**src/rtl/dss_pkg.sv**
```systemverilog
// ----------------------------------------------------------------------------
// dss_pkg
// Shared types, codes and defaults for the dual stack shared store.
// ----------------------------------------------------------------------------
package dss_pkg;

  localparam int DEPTH_DEFAULT = 16;
  localparam int WIDTH_DEFAULT = 32;

  localparam logic [2:0] CMD_PUSH_A = 3'd0;
  localparam logic [2:0] CMD_PUSH_B = 3'd1;
  localparam logic [2:0] CMD_POP_A  = 3'd2;
  localparam logic [2:0] CMD_POP_B  = 3'd3;
  localparam logic [2:0] CMD_QUERY  = 3'd4;

  localparam logic [1:0] STAT_OK        = 2'd0;
  localparam logic [1:0] STAT_OVERFLOW  = 2'd1;
  localparam logic [1:0] STAT_UNDERFLOW = 2'd2;

  typedef enum logic [2:0] {
    ST_IDLE = 3'b001,
    ST_READ = 3'b010,
    ST_DONE = 3'b100
  } state_t;

  typedef struct packed {
    logic exec;
    logic done;
  } ctrl_t;

endpackage

```
**src/rtl/dual_stack_shared_store.sv**
```systemverilog
// ----------------------------------------------------------------------------
// dual_stack_shared_store
// Two LIFO stacks in one shared store, A growing up and B growing down.
// ----------------------------------------------------------------------------
// A command is taken when start is high and busy is low. It goes through the
// cycle it is taken in (counters update, a push writes the store), the read
// state, which reads both tops from the two-port store, and the done state,
// in which done is high and the result stands on the outputs. The result is
// shown for that single cycle only and is not held, so the receiver must take
// it then. busy is high from the cycle after acceptance through the done
// cycle; the next command may be taken the cycle after done.
module dual_stack_shared_store
  import dss_pkg::*;
#(
  parameter int DEPTH = DEPTH_DEFAULT,
  parameter int WIDTH = WIDTH_DEFAULT
) (
  input  logic                       clk,
  input  logic                       rst,
  input  logic                       start,
  output logic                       busy,
  input  logic [2:0]                 command,
  input  logic signed [31:0]         data_value,
  output logic                       done,
  output logic [1:0]                 status,
  output logic signed [31:0]         top_a,
  output logic signed [31:0]         top_b,
  output logic [$clog2(DEPTH+1)-1:0] count_a,
  output logic [$clog2(DEPTH+1)-1:0] count_b,
  output logic                       empty_a,
  output logic                       empty_b
);

  ctrl_t ctrl;

  dss_ctrl u_ctrl (
    .clk   (clk),
    .rst   (rst),
    .start (start),
    .busy  (busy),
    .ctrl  (ctrl)
  );

  dss_datapath #(
    .DEPTH (DEPTH),
    .WIDTH (WIDTH)
  ) u_dp (
    .clk        (clk),
    .rst        (rst),
    .ctrl       (ctrl),
    .command    (command),
    .data_value (data_value),
    .status     (status),
    .top_a      (top_a),
    .top_b      (top_b),
    .count_a    (count_a),
    .count_b    (count_b),
    .empty_a    (empty_a),
    .empty_b    (empty_b)
  );

  assign done = ctrl.done;

endmodule

```
**src/rtl/dss_ram.sv**
```systemverilog
// ----------------------------------------------------------------------------
// dss_ram
// Generic RAM: one write port, two read ports, registered read data.
// ----------------------------------------------------------------------------
module dss_ram #(
  parameter int WIDTH = 32,
  parameter int DEPTH = 16
) (
  input  logic                     clk,
  input  logic                     we,
  input  logic [$clog2(DEPTH)-1:0] waddr,
  input  logic [WIDTH-1:0]         wdata,
  input  logic [$clog2(DEPTH)-1:0] raddr_a,
  output logic [WIDTH-1:0]         rdata_a,
  input  logic [$clog2(DEPTH)-1:0] raddr_b,
  output logic [WIDTH-1:0]         rdata_b
);

  logic [WIDTH-1:0] mem [DEPTH];

  always_ff @(posedge clk) begin
    if (we) begin
      mem[waddr] <= wdata;
    end
    rdata_a <= mem[raddr_a];
    rdata_b <= mem[raddr_b];
  end

endmodule

```
**src/rtl/dss_ctrl.sv**
```systemverilog
// ----------------------------------------------------------------------------
// dss_ctrl
// Command sequencer: accept, read both tops, present the result.
// ----------------------------------------------------------------------------
module dss_ctrl
  import dss_pkg::*;
(
  input  logic  clk,
  input  logic  rst,
  input  logic  start,
  output logic  busy,
  output ctrl_t ctrl
);

  state_t state;
  state_t state_next;

  always_comb begin
    state_next = state;
    case (state)
      ST_IDLE: begin
        if (start) begin
          state_next = ST_READ;
        end
      end
      ST_READ: state_next = ST_DONE;
      ST_DONE: state_next = ST_IDLE;
      default: state_next = ST_IDLE;
    endcase
  end

  always_ff @(posedge clk) begin
    if (rst) begin
      state <= ST_IDLE;
    end else begin
      state <= state_next;
    end
  end

  assign busy      = (state != ST_IDLE);
  assign ctrl.exec = (state == ST_IDLE) && start;
  assign ctrl.done = (state == ST_DONE);

endmodule

```
**src/rtl/dss_datapath.sv**
```systemverilog
// ----------------------------------------------------------------------------
// dss_datapath
// Fill counters, status register and the shared store.
// ----------------------------------------------------------------------------
module dss_datapath
  import dss_pkg::*;
#(
  parameter int DEPTH = DEPTH_DEFAULT,
  parameter int WIDTH = WIDTH_DEFAULT
) (
  input  logic                       clk,
  input  logic                       rst,
  input  ctrl_t                      ctrl,
  input  logic [2:0]                 command,
  input  logic signed [31:0]         data_value,
  output logic [1:0]                 status,
  output logic signed [31:0]         top_a,
  output logic signed [31:0]         top_b,
  output logic [$clog2(DEPTH+1)-1:0] count_a,
  output logic [$clog2(DEPTH+1)-1:0] count_b,
  output logic                       empty_a,
  output logic                       empty_b
);

  localparam int AW = $clog2(DEPTH);
  localparam int CW = $clog2(DEPTH + 1);
  localparam logic [CW-1:0] DEPTH_C = CW'(DEPTH);
  localparam logic [CW-1:0] ONE_C   = CW'(1);

  logic [CW-1:0]    fill_a;
  logic [CW-1:0]    fill_b;
  logic [CW-1:0]    fill_a_next;
  logic [CW-1:0]    fill_b_next;
  logic [1:0]       stat_reg;
  logic [1:0]       stat_next;
  logic             full;
  logic             we;
  logic [CW-1:0]    waddr_w;
  logic [CW-1:0]    raddr_a_w;
  logic [CW-1:0]    raddr_b_w;
  logic [WIDTH-1:0] rdata_a;
  logic [WIDTH-1:0] rdata_b;
  logic signed [WIDTH-1:0] rd_a_s;
  logic signed [WIDTH-1:0] rd_b_s;

  assign full = ({1'b0, fill_a} + {1'b0, fill_b}) >= {1'b0, DEPTH_C};

  always_comb begin
    fill_a_next = fill_a;
    fill_b_next = fill_b;
    stat_next   = STAT_OK;
    we          = 1'b0;
    waddr_w     = fill_a;
    case (command)
      CMD_PUSH_A: begin
        if (full) begin
          stat_next = STAT_OVERFLOW;
        end else begin
          we          = 1'b1;
          fill_a_next = fill_a + ONE_C;
        end
      end
      CMD_PUSH_B: begin
        waddr_w = DEPTH_C - ONE_C - fill_b;
        if (full) begin
          stat_next = STAT_OVERFLOW;
        end else begin
          we          = 1'b1;
          fill_b_next = fill_b + ONE_C;
        end
      end
      CMD_POP_A: begin
        if (fill_a == '0) begin
          stat_next = STAT_UNDERFLOW;
        end else begin
          fill_a_next = fill_a - ONE_C;
        end
      end
      CMD_POP_B: begin
        if (fill_b == '0) begin
          stat_next = STAT_UNDERFLOW;
        end else begin
          fill_b_next = fill_b - ONE_C;
        end
      end
      CMD_QUERY: begin
      end
      default: begin
      end
    endcase
  end

  always_ff @(posedge clk) begin
    if (rst) begin
      fill_a <= '0;
      fill_b <= '0;
    end else if (ctrl.exec) begin
      fill_a <= fill_a_next;
      fill_b <= fill_b_next;
    end
  end

  always_ff @(posedge clk) begin
    if (ctrl.exec) begin
      stat_reg <= stat_next;
    end
  end

  assign raddr_a_w = fill_a - ONE_C;
  assign raddr_b_w = DEPTH_C - fill_b;

  dss_ram #(
    .WIDTH (WIDTH),
    .DEPTH (DEPTH)
  ) u_ram (
    .clk     (clk),
    .we      (ctrl.exec && we),
    .waddr   (waddr_w[AW-1:0]),
    .wdata   (WIDTH'($unsigned(data_value))),
    .raddr_a (raddr_a_w[AW-1:0]),
    .rdata_a (rdata_a),
    .raddr_b (raddr_b_w[AW-1:0]),
    .rdata_b (rdata_b)
  );

  assign rd_a_s  = $signed(rdata_a);
  assign rd_b_s  = $signed(rdata_b);
  assign empty_a = (fill_a == '0);
  assign empty_b = (fill_b == '0);
  assign count_a = fill_a;
  assign count_b = fill_b;
  assign status  = ctrl.done ? stat_reg : STAT_OK;
  assign top_a   = (ctrl.done && !empty_a) ? 32'(rd_a_s) : '0;
  assign top_b   = (ctrl.done && !empty_b) ? 32'(rd_b_s) : '0;

endmodule

```
**config.mk**
```make
export PLATFORM = sky130hd
export DESIGN_NAME = dual_stack_shared_store
export DESIGN_NICKNAME = d
export VERILOG_FILES = /design/src/rtl/dss_pkg.sv /design/src/rtl/dual_stack_shared_store.sv /design/src/rtl/dss_ram.sv /design/src/rtl/dss_ctrl.sv /design/src/rtl/dss_datapath.sv
export SDC_FILE = /design/constraint.sdc
export NUM_CORES = 1
export LEC_CHECK = 0
export ABC_AREA = 1
export BUFFER_PORTS_ARGS = -buffer_cell sky130_fd_sc_hd__buf_2
export CAP_MARGIN = 5
export CORE_MARGIN = 4
export CORE_UTILIZATION = 45
export CTS_CLUSTER_SIZE = 25
export DETAILED_ROUTE_END_ITERATION = 10
export RECOVER_POWER = 50
export SYNTH_ARGS = -nofsm -noshare
export SYNTH_HDL_FRONTEND = slang
export SYNTH_SLANG_ARGS = --single-unit
```
**constraint.sdc**
```tcl
create_clock -name clk -period 3.5 [get_ports clk]
set_input_delay 0.175 -clock clk [delete_from_list [all_inputs] [get_ports clk]]
set_output_delay 0.175 -clock clk [all_outputs]
set_load 0.02 [all_outputs]
```
==> results of run 1 <==
[per-layer routing]
layer / vias up / wire, um / GRT usage, %
li1: 10220 / - / -
met3: 198 / 5999 / 3.511
met4: 0 / 3184 / 9.555
met5: - / 0 / 0
met2: 959 / 38100 / 38.92
met1: 10700 / 34000 / 31.91
[metrics by stage]
stage	hold WS [ps]	utilization [%]	area [um^2]	setup WS, ps
floorplan	258.0	-	28080	-546.8
global placement	387.4	47.61	29380	838.3
detailed placement	390.3	47.61	29380	798.2
CTS	71.81	51.27	31640	380.7
global route	126.1	51.10	31540	118.0
finish	100.1	51.10	31540	318.1
[path summary, 6_finish.rpt]
path | to | slack [ps] | depth (start not counted)
worst max register to register | u_dp.u_ram.rdata_b[22] | 320 | 7
worst min-delay path | u_dp.count_a[4] | 100 | 5
worst min register to register | u_ctrl.state[2] | 440 | 1
worst max-delay path | u_dp.u_ram.rdata_b[22] | 320 | 7
[power by group]
part | leakage [nW] | switching, mW | internal [mW]
Sequential | 5.27 | 0.104 | 7.92
Combinational | 5.56 | 1.53 | 0.631
Clock | 0.931 | 2.69 | 3.54
Total | 11.8 | 4.33 | 12.1
[cell families after synthesis]
logic type                 Yosys count  share of synthesized area [%]
xor gates and xnor gates             7                         0.3654
AOI/OAI and AO/OA                  897                          18.30
and+or+nand+nor                    777                          11.96
adders and majority gates           12                         0.5613
buffers and inverters              572                          8.367
DFF                                591                          60.45
[layout make-up]
type                       instances  area [um^2]
tap                              837         1047
sequential                       591        16980
timing repair buffer             201         1381
fill                            5506        30180
clock inverter                    31        227.7
multi-input combinational       1693         8879
clock buffer                      83         1669
inverter                         357         1353
[critical path, delay by kind of cell, from the launching register on]
family / cells / cell delay, ps
buffers and inverters: 2 / 1500
AND/OR/NAND/NOR: 3 / 460
AO/OA/AOI/OAI: 1 / 260
adder cells (fa/ha/maj): 1 / 320
flip-flops: 1 / 410
[placed cells by master (no fill, tap or decap), types with 4 or more instances in the layout]
cell                            instances
sky130_fd_sc_hd__edfxtp_1             514
sky130_fd_sc_hd__inv_1                347
sky130_fd_sc_hd__o21ai_0              329
sky130_fd_sc_hd__nand2_1              309
sky130_fd_sc_hd__a21oi_1              306
sky130_fd_sc_hd__nand3_1              295
sky130_fd_sc_hd__o211ai_1             254
sky130_fd_sc_hd__nor2_1               143
sky130_fd_sc_hd__dfxtp_1               76
sky130_fd_sc_hd__buf_2                 71
sky130_fd_sc_hd__clkbuf_1              62
sky130_fd_sc_hd__clkbuf_16             61
sky130_fd_sc_hd__dlygate4sd3_1         36
sky130_fd_sc_hd__buf_4                 35
sky130_fd_sc_hd__nor3_2                15
sky130_fd_sc_hd__clkinv_1              13
sky130_fd_sc_hd__clkinv_2              12
sky130_fd_sc_hd__buf_12                11
sky130_fd_sc_hd__ha_1                  10
sky130_fd_sc_hd__inv_2                  7
sky130_fd_sc_hd__clkbuf_8               6
sky130_fd_sc_hd__nor3_1                 4
sky130_fd_sc_hd__o21ai_1                4
==> impl_metrics.csv, run 1 <==
group,metric,value,unit
run_status,run_status,"finished with violations",
run_status,failed_checks,"capacitance limit, slew limit",
worst_setup_path,critical_path.max_stage_delay,1340,ps
floorplan,row_count,91,
yosys,syn-num-nets,2906,
cts,clk_transition_reported_paths,60,ps
yosys,cell_type_with_the_highest_aggregate_area_in_the_netlist,"sky130_fd_sc_hd__edfxtp_1",
global_route,via_count_of_the_first_global_routing_pass,21340,
floorplan,starting_density,45.51,%
yosys,most_used_standard_cell_by_instance_count_after_synthesis,"sky130_fd_sc_hd__edfxtp_1",
worst_setup_path,setup.worst_path.start,"u_dp.count_b[1]",
yosys,synth.top_cell.area_share,54.96,%
sta,grt_setup_unrepaired,"no",
cts,cts_htree_levels,2,
yosys,post_synth_inst_count,2856,
worst_setup_path,crit_type,"flop to flop",
worst_setup_path,regToRegStartpoint,"u_dp.count_b[1]",
worst_setup_path,cp_slowest_cell,"sky130_fd_sc_hd__buf_4",
worst_setup_path,endpoint_required_time_on_the_critical_path,4050,ps
route,avgRoutedWirePerCell,21.43,um
sta,setup_viol_count_final,0,
final_layout,n_antenna_cell,0,
worst_setup_path,crit_path_cell_chain,"inv_1 > ha_4 > buf_4 > o211ai_1 > nand3_1 > nand3_1 > nand2_1",
global_route,grt.overflow.total,0,
global_route,grt_use_total,23.71,%
global_route,grt_first_pass_wirelength,123.2,mm
placed_design,finalWeightedCongestion,0.8139,
final_layout,drive_gt1_share,8.254,%
floorplan,top_level_ports,118,
cts,numClockSinks,591,
yosys,syn_area,28080,um^2
final_layout,biggestRegsByFlops,"u_dp.u_ram.mem x512, u_dp.u_ram.rdata_a x32, u_dp.u_ram.rdata_b x32",
floorplan,design.core.area,61710,um^2
yosys,async_flop_share,0,%
floorplan,die_area,66470,um^2
run,count_of_max_cap_constraint_violations,1,
cts,ctsRootBufferMaster,"sky130_fd_sc_hd__clkbuf_16",
cts,cts_repair_resize_count,0,
route,detail_route.vias_per_cell,5.820,
route,route.final.wire_length,81.28,mm
sta,fin_skew,24.84,ps
power,power.ir.vdd_worst,0.0004047,V
yosys,synth_warnings,0,
yosys,synth-main-ff-cell,"sky130_fd_sc_hd__edfxtp_1",
route,route.antenna.remaining_nets,0,
worst_setup_path,critPathLaunchType,"flop",
sta,max_clock_freq,314.3,MHz
route,drc,0,
sta,period_share,90.91,%
final_layout,layout.nets,2955,
worst_setup_path,crit_fanout,161,
sta,setup_tns,0,ps
global_route,grt_antenna_before_repair,0,
worst_hold_path,worst_hold_path_type,"input port to flop",
worst_setup_path,worstSetupEndpointType,"flop",
power,power.static_leakage,11.76,nW
placed_design,buffer_ports.inserted,117,
placed_design,placedCellCount,3643,
power,powerDensity,520.4,nW/um^2
sta,max_slew.worst_pin.slew,1985,ps
cts,post-cts-setup-buffer-count,0,
yosys,synth_edf_count,514,
power,fin_total_pwr,16.41,mW
yosys,synthTopCellsByCount,"514 x sky130_fd_sc_hd__edfxtp_1, 346 x sky130_fd_sc_hd__inv_1, 329 x sky130_fd_sc_hd__o21ai_0",
worst_setup_path,cp_arrival,3730,ps
cts,clock_buffers_created_by_tritoncts,61,
placed_design,hpwlAfterDp,43.08,mm
cts,cts_max_path_buffers,3,
sta,max_slew_margin,-32.31,%
yosys,synth.ff_latch_count,591,
global_route,grt_start_max_net_pins,251,
yosys,synth-seq-area-share,60.45,%
yosys,netlist-cell-type-count,36,
sta,max_slew_violation_count,162,
route,vias,22080,
cts,cts_hold_buf,36,
cts,worstSkewPairLatency,640,ps
cts,cts_tree,"yes",
route,detail_route.iter0.violations,2141,
worst_hold_path,worstHoldStart,"command[0]",
final_layout,largest_reg_flops,512,
yosys,ys_top_cells_by_area,"sky130_fd_sc_hd__edfxtp_1 55%, sky130_fd_sc_hd__o211ai_1 6.8%, sky130_fd_sc_hd__o21ai_0 5.9%",
route,tritonroute_pass_1_iters,6,
final_layout,synthToLayoutAreaGrowth,12.29,%
floorplan,horiz_die_dim,257.8,um
worst_setup_path,critical_path.most_common_cell,"sky130_fd_sc_hd__nand3_1",
floorplan,floorplan.die.height,257.8,um
yosys,postSynthAreaPerCell,9.833,um^2
final_layout,fin_cells,3793,
sta,hold_violations,0,
final_layout,register_ranked_first_by_flip_flop_count,"u_dp.u_ram.mem",
sta,period_needed,3182,ps
(Power assumes the default switching activity.)
==> inputs of run 2 (changes only) <==
Clock period 3.5 ns to 2.9 ns, I/O delays scaled along.
==> impl_metrics.csv, run 2 (synthesis results as in run 1) <==
group,metric,value,unit
worst_setup_path,crit_fanout,19,
floorplan,top_level_ports,118,
worst_setup_path,cp_top_family,"buffers and inverters",
final_layout,final_common_cell,"sky130_fd_sc_hd__edfxtp_1",
sta,max_slew.worst_pin.slew,1357,ps
cts,cts_repair_resize_count,0,
worst_setup_path,critical_path.max_stage_delay,590,ps
floorplan,floorplan.die.height,257.8,um
worst_setup_path,worst-path-buf-inv,6,
worst_setup_path,cp_arrival,3060,ps
route,route.final.wire_length,82.46,mm
floorplan,horiz_die_dim,257.8,um
final_layout,largest_reg_flops,512,
cts,ctsRootBufferMaster,"sky130_fd_sc_hd__clkbuf_16",
sta,setup_tns,0,ps
cts,clock_buffers_created_by_tritoncts,60,
cts,worstSkewPairLatency,630,ps
worst_setup_path,worstSetupEndpointType,"flop",
route,route.antenna.remaining_nets,0,
floorplan,die_area,66470,um^2
global_route,via_count_of_the_first_global_routing_pass,21160,
worst_setup_path,critPathLaunchType,"input port",
worst_setup_path,r2r_setup_slack,160,ps
sta,max_slew_margin,9.552,%
sta,period_share,96.84,%
sta,setup_slack,91.56,ps
placed_design,hpwlAfterDp,47.61,mm
route,tritonroute_pass_1_iters,7,
placed_design,buffer_ports.inserted,117,
final_layout,synthToLayoutAreaGrowth,14.17,%
power,power.ir.vdd_worst,0.0004828,V
route,avgRoutedWirePerCell,21.56,um
placed_design,post-place-ws,379.2,ps
power,power.static_leakage,12.04,nW
route,detail_route.vias_per_cell,5.773,
cts,cts_tree,"yes",
route,met3RoutedLength,5.941,mm
cts,post-cts-setup-buffer-count,0,
final_layout,final_cell_mix,"514 x sky130_fd_sc_hd__edfxtp_1, 348 x sky130_fd_sc_hd__inv_1, 329 x sky130_fd_sc_hd__o21ai_0",
sta,max_clock_freq,356.1,MHz
run_status,run_status,"finished, final reports clean",
sta,max_slew_violation_count,0,
floorplan,row_count,91,
cts,cts_htree_levels,2,
floorplan,starting_density,45.51,%
global_route,grt_antenna_before_repair,2,
worst_hold_path,worstHoldStart,"command[0]",
cts,numClockSinks,591,
global_route,grt.overflow.total,0,
worst_setup_path,regToRegStartpoint,"u_dp.count_a[3]",
final_layout,register_ranked_first_by_flip_flop_count,"u_dp.u_ram.mem",
sta,setup_viol_count_final,0,
worst_hold_path,worst_hold_path_type,"input port to flop",
final_layout,drive_gt1_share,9.246,%
global_route,grt_start_max_net_pins,239,
worst_setup_path,endpoint_required_time_on_the_critical_path,3150,ps
floorplan,design.core.area,61710,um^2
route,wl_met1,34.49,mm
sta,hold_violations,0,
sta,fin_skew,27.86,ps
route,drc,0,
route,dr_wl_met2,39.13,mm
global_route,grt_use_total,24.12,%
route,maxUsedRoutingLayer,"met4",
worst_setup_path,crit_path_cell_chain,"dlygate4sd3_1 > clkbuf_1 > nor2_1 > dlygate4sd3_1 > inv_1 > nor2_1 > nand3_2 > clkbuf_2 > nor3_4 > clkbuf_4",
sta,period_needed,2808,ps
route,vias,22080,
power,powerDensity,627.7,nW/um^2
route,detail_route.iter0.violations,2323,
cts,clk_transition_reported_paths,60,ps
placed_design,finalWeightedCongestion,0.8312,
run,count_of_max_cap_constraint_violations,0,
final_layout,biggestRegsByFlops,"u_dp.u_ram.mem x512, u_dp.u_ram.rdata_a x32, u_dp.u_ram.rdata_b x32",
final_layout,layout.nets,2984,
worst_setup_path,crit_type,"input port to flop",
worst_setup_path,cp_slowest_cell,"sky130_fd_sc_hd__dlygate4sd3_1",
worst_setup_path,setup.worst_path.start,"command[2]",
global_route,grt_first_pass_wirelength,125.0,mm
cts,cts_max_path_buffers,3,
sta,grt_setup_unrepaired,"no",
run 2: cell types whose count changed in the layout (fill, tap and decap cells not counted), moves of 2 or more:
cell / previous run / this run
sky130_fd_sc_hd__clkbuf_8: 6 / 8
sky130_fd_sc_hd__inv_2: 7 / 5
sky130_fd_sc_hd__buf_12: 11 / 22
sky130_fd_sc_hd__clkinv_1: 13 / 7
sky130_fd_sc_hd__diode_2: 0 / 3
sky130_fd_sc_hd__clkbuf_1: 62 / 68
sky130_fd_sc_hd__bufinv_16: 3 / 5
sky130_fd_sc_hd__clkinvlp_4: 2 / 4
sky130_fd_sc_hd__clkbuf_2: 2 / 4
sky130_fd_sc_hd__nor3_2: 15 / 1
sky130_fd_sc_hd__buf_4: 35 / 45
sky130_fd_sc_hd__nor3_4: 0 / 15
run 2: metal layers:
layer  up-vias  track usage, %
met5         -               0
met4         0           9.781
met3       184           3.560
met2       941           39.32
met1     10690           32.69
li1      10270               -
run 2: metrics by stage:
stage          instance area [um^2]  hold slack, ps  cells  utilization, %  power, mW
2_1_floorplan                 28160           228.0   2856               -      11.48
3_3_place_gp                  29840           351.9   3673           48.36      12.46
3_5_place_dp                  29840           355.0   3673           48.36      12.52
4_1_cts                       32180           45.60   3822           52.14      20.27
5_1_grt                       32060           107.5   3823           51.95      20.90
6_report                      32060           85.03   3825           51.96      20.13
run 2: cell type report:
class,count,area (um^2)
clock buffer,86,1700
multi-input combinational,1693,8984
inverter,357,1354
fill,5523,29650
timing repair buffer,231,1718
sequential,591,16980
antenna,3,7.507
tap,837,1047
clock inverter,27,270.3
run 2: path summary, 6_finish.rpt:
check,cells past startpoint,end
worst max-delay path,10,u_dp.u_ram.mem[12][25]
worst min-delay path,5,u_dp.count_a[4]
worst max register to register,6,u_dp.u_ram.rdata_a[13]
worst min register to register,1,u_ctrl.state[2]
run 2: power by group:
part / switching (mW) / total (mW) / internal (mW)
combinational: 1.88 / 2.68 / 0.792
clock: 3.25 / 7.75 / 4.51
sequential: 0.142 / 9.70 / 9.55
total: 5.27 / 20.1 / 14.9
run 2: timing repair:
action | CTS | global route
hold endpoints to repair | 516 | 0
setup endpoints to repair | 0 | 0
hold buffers | 36 | 0
run 2: worst min-delay path, delay by kind of cell:
| family | cells | cell delay (ps) |
|---|---|---|
| buf+inv | 1 | 110 |
| compound gates | 1 | 100 |
| simple gates | 3 | 320 |
